--- config.mk ---
export PLATFORM = sky130hd
export DESIGN_NAME = tgwr_fifo
export DESIGN_NICKNAME = d
export VERILOG_FILES = /design/src/rtl/tgwr_fifo.sv
export SDC_FILE = /design/constraint.sdc
export NUM_CORES = 1
export LEC_CHECK = 0
export BUFFER_PORTS_ARGS = -buffer_cell sky130_fd_sc_hd__clkbuf_2
export CORE_ASPECT_RATIO = 0.6
export CORE_MARGIN = 2
export CORE_UTILIZATION = 35
export DETAILED_ROUTE_END_ITERATION = 10
export SLEW_MARGIN = 30
export SYNTH_ARGS = -nofsm -noshare
export SYNTH_HDL_FRONTEND = slang
export SYNTH_SLANG_ARGS = --single-unit
--- constraint.sdc ---
create_clock -name i_clk -period 1.8 [get_ports i_clk]
set_input_delay 0.09 -clock i_clk [delete_from_list [all_inputs] [get_ports i_clk]]
set_output_delay 0.09 -clock i_clk [all_outputs]
set_load 0.02 [all_outputs]
--- src/rtl/tgwr_fifo.sv ---
// ----------------------------------------------------------------------------
// tgwr_fifo
// Two-entry queue that decouples the request side, the engine and the
// result side.
// ----------------------------------------------------------------------------
module tgwr_fifo #(
    parameter int W = 8
) (
    input  logic         i_clk,
    input  logic         i_rst_n,
    input  logic         i_push,
    input  logic [W-1:0] i_data,
    output logic         o_full,
    output logic         o_empty,
    input  logic         i_pop,
    output logic [W-1:0] o_data
);
    logic [W-1:0] r_mem [2];
    logic         r_wp, n_wp;
    logic         r_rp, n_rp;
    logic [1:0]   r_cnt, n_cnt;
    logic         do_push, do_pop;

    assign o_full  = (r_cnt == 2'd2);
    assign o_empty = (r_cnt == 2'd0);
    assign o_data  = r_mem[r_rp];
    assign do_push = i_push && !o_full;
    assign do_pop  = i_pop && !o_empty;

    always_comb begin
        n_wp  = do_push ? ~r_wp : r_wp;
        n_rp  = do_pop ? ~r_rp : r_rp;
        n_cnt = r_cnt + {1'b0, do_push} - {1'b0, do_pop};
    end

    always_ff @(posedge i_clk) begin
        if (!i_rst_n) begin
            r_wp  <= 1'b0;
            r_rp  <= 1'b0;
            r_cnt <= 2'd0;
        end else begin
            r_wp  <= n_wp;
            r_rp  <= n_rp;
            r_cnt <= n_cnt;
        end
    end

    always_ff @(posedge i_clk) begin
        if (do_push) r_mem[r_wp] <= i_data;
    end
endmodule

---- Word level (Yosys, flattened, before mapping) ----
Memory sizes are Yosys's and may differ from the RTL's. A register that Yosys moved wholly into a read port is not among the register bits.
Index checks and enable logic that the tools add are counted.
word-level totals
  bits of input ports ..................... 12
  output and inout bits ................... 10
  bits in writable memories ............... 16
  register bits ........................... 4
  word-level logic and storage cells ...... 18
  memories kept ........................... 1
memories
  memory  depth  bits a word  read ports  clocked after memory_dff  wr ports  line  text
  r_mem   2      8            1           1                         1         18    logic [W-1:0] r_mem [2];
cells by class
  muxes and demuxes ....................... 4
  reduce and logical (&&, ||, !) cells .... 5
  add/subtract/negate cells ............... 2
  equality and inequality tests ........... 1
  bitwise gates (word level) .............. 2
operators with widths
  kind                                         count
  1-bit 2-to-1 mux                             4
  2-bit by 1-bit adder with 2-bit output       1
  2-bit equality test, second input constant   1
  1-bit logical AND                            2
  1-bit zero test                              2
  2-bit zero test                              1
  1-bit inverter                               2
  2-bit by 1-bit subtractor with 2-bit output  1

---- Longest topological paths before layout ----
  depth after elaboration ................. 5
  depth in mapped cells ................... 8
  mapped depth without buffers ............ 8

---- Worst setup path after synthesis ----
Ideal clock, no wire load.
  path kind ............................... reg-to-reg
  from .................................... reg r_cnt[0]
  to ...................................... reg r_cnt[1]
  data required time ...................... 1.722 ns
  clock period less this slack ............ 1.545 ns
  library setup time ...................... 0.078 ns
  setup slack ............................. 0.255 ns
  path buffers ............................ 0
  cell stages (with the launch flop) ...... 9
  arrival ................................. 1.467 ns
  cell sequence ........................... dfxtp_1 nand2b_1 nand2_1 ha_1 inv_1 ha_1 xor2_1 and2_2 nor3_1
between the ends
  word-level cells in the longest chain between the ends .. 5
  elaborated cells on any way between the ends .. 8
  classes of those cells .................. add/sub: 2; eq/ne: 1; reduce/logical: 5
RTL lines
  element                                        line  text
  from (decl)                                    21    logic [1:0] r_cnt, n_cnt;
  from (signal assigned)                         44    r_cnt <= n_cnt;
  2-bit equality test                            24    assign o_full = (r_cnt == 2'd2);
  1-bit zero test                                27    assign do_push = i_push && !o_full;
  1-bit logical AND                              27
  2-bit by 1-bit adder with 2-bit output         33    n_cnt = r_cnt + {1'b0, do_push} - {1'b0, do_pop};
  2-bit by 1-bit subtractor with 2-bit output *  33
Mark *: on every way between the ends. The rest lies on a longest branch, timed or not.
A chain may end at the register's enable or synchronous reset.

---- Worst setup path in the final report ----
Same ends and word-level chain as after synthesis.

==> impl_results.md <==
- RSZ-0062 raised after global routing: no
- Top area cells in the synthesized netlist: edfxtp_1 (59%), dfxtp_1 (12%), mux2_2 (11%)
- End of the critical path: r_cnt[1]$_SDFF_PN0_
- First-pass GRT wire length: 1870 um
- Leakage dissipation: ~0.43 nW
- R2R cell count: 8
- Overall track demand over capacity in global routing: a little over a tenth
- Vias per std cell: 4.38
- Die Footprint: approximately 2700 um2
- Final number of setup-violating endpoints: 0
- Syn Std Cell Area: 812 um2
- Simple-Gate Fraction of Synth Area: under 10%
- # hold bufs at CTS: 0
- DRC violations left: 0
- Largest vdd supply drop: 516 uV
- Count of unique library cells instantiated by Yosys: 17
- WL/cell: between 10 and 15 um
- Sink Count: 21
- Final weighted congestion in routability-driven placement: roughly 0.73
- Signed area change from the synthesized netlist to the final layout: 24.3%
- Synthesis Warnings: 0
- Maximum clock path buffer count: 2
- Floorplan core area: around 2200 um2
- # port buffers: 21
- Clk_skew: 2.59 ps
- Reg-to-reg slack, setup: 140 ps
- Cell Rows: 13
- Post-CTS clock slew at the launch and capture registers of the worst setup and hold paths: 70 ps
- Overflow after GRT: 0
- Insertion delay of the later-clocked pin in the worst-skew pair: 250 ps
- Biggest area consumer among synthesized cells: edfxtp_1
- Clock tree from TritonCTS: yes
- Filler cells: 207
- Area fraction of the dominant cell type after synthesis: ~60%
- Critical R2R Capture: r_cnt[1]$_SDFF_PN0_
- Final Routed Wirelength: 1220 um
- Final-layout worst hold slack: approximately 24 ps
- Nets: 92
- Share of synthesized cell area in full adder, half adder and majority cells: 3.08%
- Stages on the worst setup path: 8
- Number of max-capacitance violations reported: 0
- Largest family of logic cells by synthesized area: multiplexers
- Net count after synthesis: 66
- Cell at the root of the clock tree: clkbuf_8
- Fin. Hold Viols: 0
- Synthesized-area fraction occupied by ao, oa, aoi and oai cells: 1.08%
- Remaining number of nets flagged by the antenna check after routing: 0
- Yosys reg bits: 21
- Worst path arrival time: between 1500 and 2000 ps
- Vias in the first global route: 433
- Largest stage delay on the critical path: 380 ps
- Initial DRT Pass Iterations: 2
- Most common cell after layout, fill and taps aside: clkbuf_2
- Post-synthesis share of cell area spent on xor and xnor gates: 2.16%
- Num CTS Buffers: 3
- Tightest Pin Transition: 394 ps
- Maximum number of pins on one net before global-route repair: 12
- Capturing element type of the critical path: register
- Multiplexer share of the synthesized area: 12.3%
- Placed cell areas: 957 um2
- Required time worst endpoint: 1980 ps
- Most common cell type on the critical path: ha_1
- Run status: complete, no violations
- Die Height: 41.3 um
- Cell total after placement: between 100 and 150
- Boundary pin count: 22
- Effective utilization at floorplan: 37.3%
- Top library cells by usage in the layout, fill and taps aside: clkbuf_2 (21), edfxtp_1 (16), mux2_2 (8)
- Upper clock frequency limit: about 0.6 GHz
- Portion of the clock cycle consumed by the worst path in the final layout: 92.1%
- Max stage delay cell, worst path: dfxtp_1
- Proportion of synthesized chip area in sequential cells: 71.5%
- Number of pins with negative max-slew slack in the final report: 0
- Hold/Removal Path Class: in -> reg
- Number of antenna repair diodes: 0
- Source of the worst register-to-register timing path: r_cnt[0]$_SDFF_PN0_
- Min cycle time layout: about 1700 ps
- Level count of the clock H-tree: 1
- First DRT Iteration DRCs: 5
- Post-Layout Cell Count: ~110
- Cell-by-cell listing of the critical path: nand2b_4 > nand2_1 > ha_1 > inv_1 > ha_1 > xor2_1 > and2_2 > nor3_1
- Post-synthesis instance total: 52
- Chip width: 66.2 um
- Category of cells accounting for the largest share of critical-path delay: simple AND/OR/NAND/NOR gates
- PwrDens: 1470 nW/um2
- Bufs and invs on worst path: 1
- Finished layout cell area: 1010 um2
- Layout cell share with drive strength beyond 1: a little under half
- Kind of launch point of the worst setup path: register
- Max FO, Critical Path: 4
- Category of the most critical setup path: reg -> reg
- Via Count: between 400 and 500
- Number of antenna violations at the first check in global routing: 0
- Per-instance average area after synthesis: 15.6 um2
- Worst Setup SP: r_cnt[0]$_SDFF_PN0_
- Normalized max-slew margin: 73.7%
- Total negative slack for setup checks: 0 ps
==> synthesized netlist by cell type (all sizes together) <==
cell / n
xor2: 1
nor3: 1
mux2i: 1
buf: 1
mux2: 8
nand2: 2
edfxtp: 16
and3: 1
o21a: 1
ha: 2
dfxtp: 5
inv: 3
xnor2: 1
nor2: 5
and2: 2
nand2b: 2
==> kinds of logic (layout without fill, tap and decap cells) <==
family | Yosys count | count (layout)
DFF | 21 | 21
and+or+nand+nor | 13 | 13
muxes | 9 | 9
buffers and inverters | 4 | 29
adders and majority gates | 2 | 2
xor gates and xnor gates | 2 | 2
AOI/OAI and AO/OA | 1 | 1
==> what timing repair did <==
action / in CTS / in global routing
setup buffers: 0 / 0
hold endpoints to repair: 0 / 0
endpoints found under the setup margin: 0 / 1
resized for setup: 0 / 1
==> layout make-up <==
type	instances	area [um2]	area share, %
Sequential cell	21	581	57.5
Inverter	3	11.3	1.12
Multi-Input combinational cell	27	223	22.1
Clock buffer	4	45.0	4.46
Timing Repair Buffer	22	113	11.2
Tap cell	30	37.5	3.72
==> flip-flops by register name, indices dropped and copies added (netlist names), named ones only <==
name	count
r_cnt	2
r_mem	16
r_rp	1
r_wp	1
==> worst min path at each step <==
stage	from	to	slack (ps)	depth (start not counted)
after global routing	i_data[2]	r_mem[0][2]$_DFFE_PP_	20	1
after floorplan	i_data[0]	r_mem[0][0]$_DFFE_PP_	190	0
after detailed placement	i_data[4]	r_mem[1][4]$_DFFE_PP_	280	1
after global placement	i_data[0]	r_mem[1][0]$_DFFE_PP_	280	1
after CTS	i_data[4]	r_mem[1][4]$_DFFE_PP_	20	1
final	i_data[3]	r_mem[0][3]$_DFFE_PP_	20	1
==> report_power, final <==
group | switching, mW | internal, mW | leakage [nW]
sequential | 0.0719 | 0.634 | 0.191
combinational | 0.270 | 0.222 | 0.213
clock | 0.132 | 0.157 | 0.0228
total | 0.474 | 1.01 | 0.426
==> through the flow <==
stage	total power [mW]	utilization [%]	setup WS [ps]
floorplan	1.05	-	255
global placement	1.19	43.9	158
detailed placement	1.20	43.9	113
global route	1.59	46.3	1.70
CTS	1.50	46.0	110
finish	1.49	46.3	141
==> layer usage <==
layer  share of wire [%]  track usage, %  vias up
met1                  47            11.9      215
met5                   0               0        -
li1                    -               -      237
met3                  10            6.45        0
met4                   0            3.06        0
met2                  43            17.0       17
Note: power is estimated with default switching activity, not from simulation.
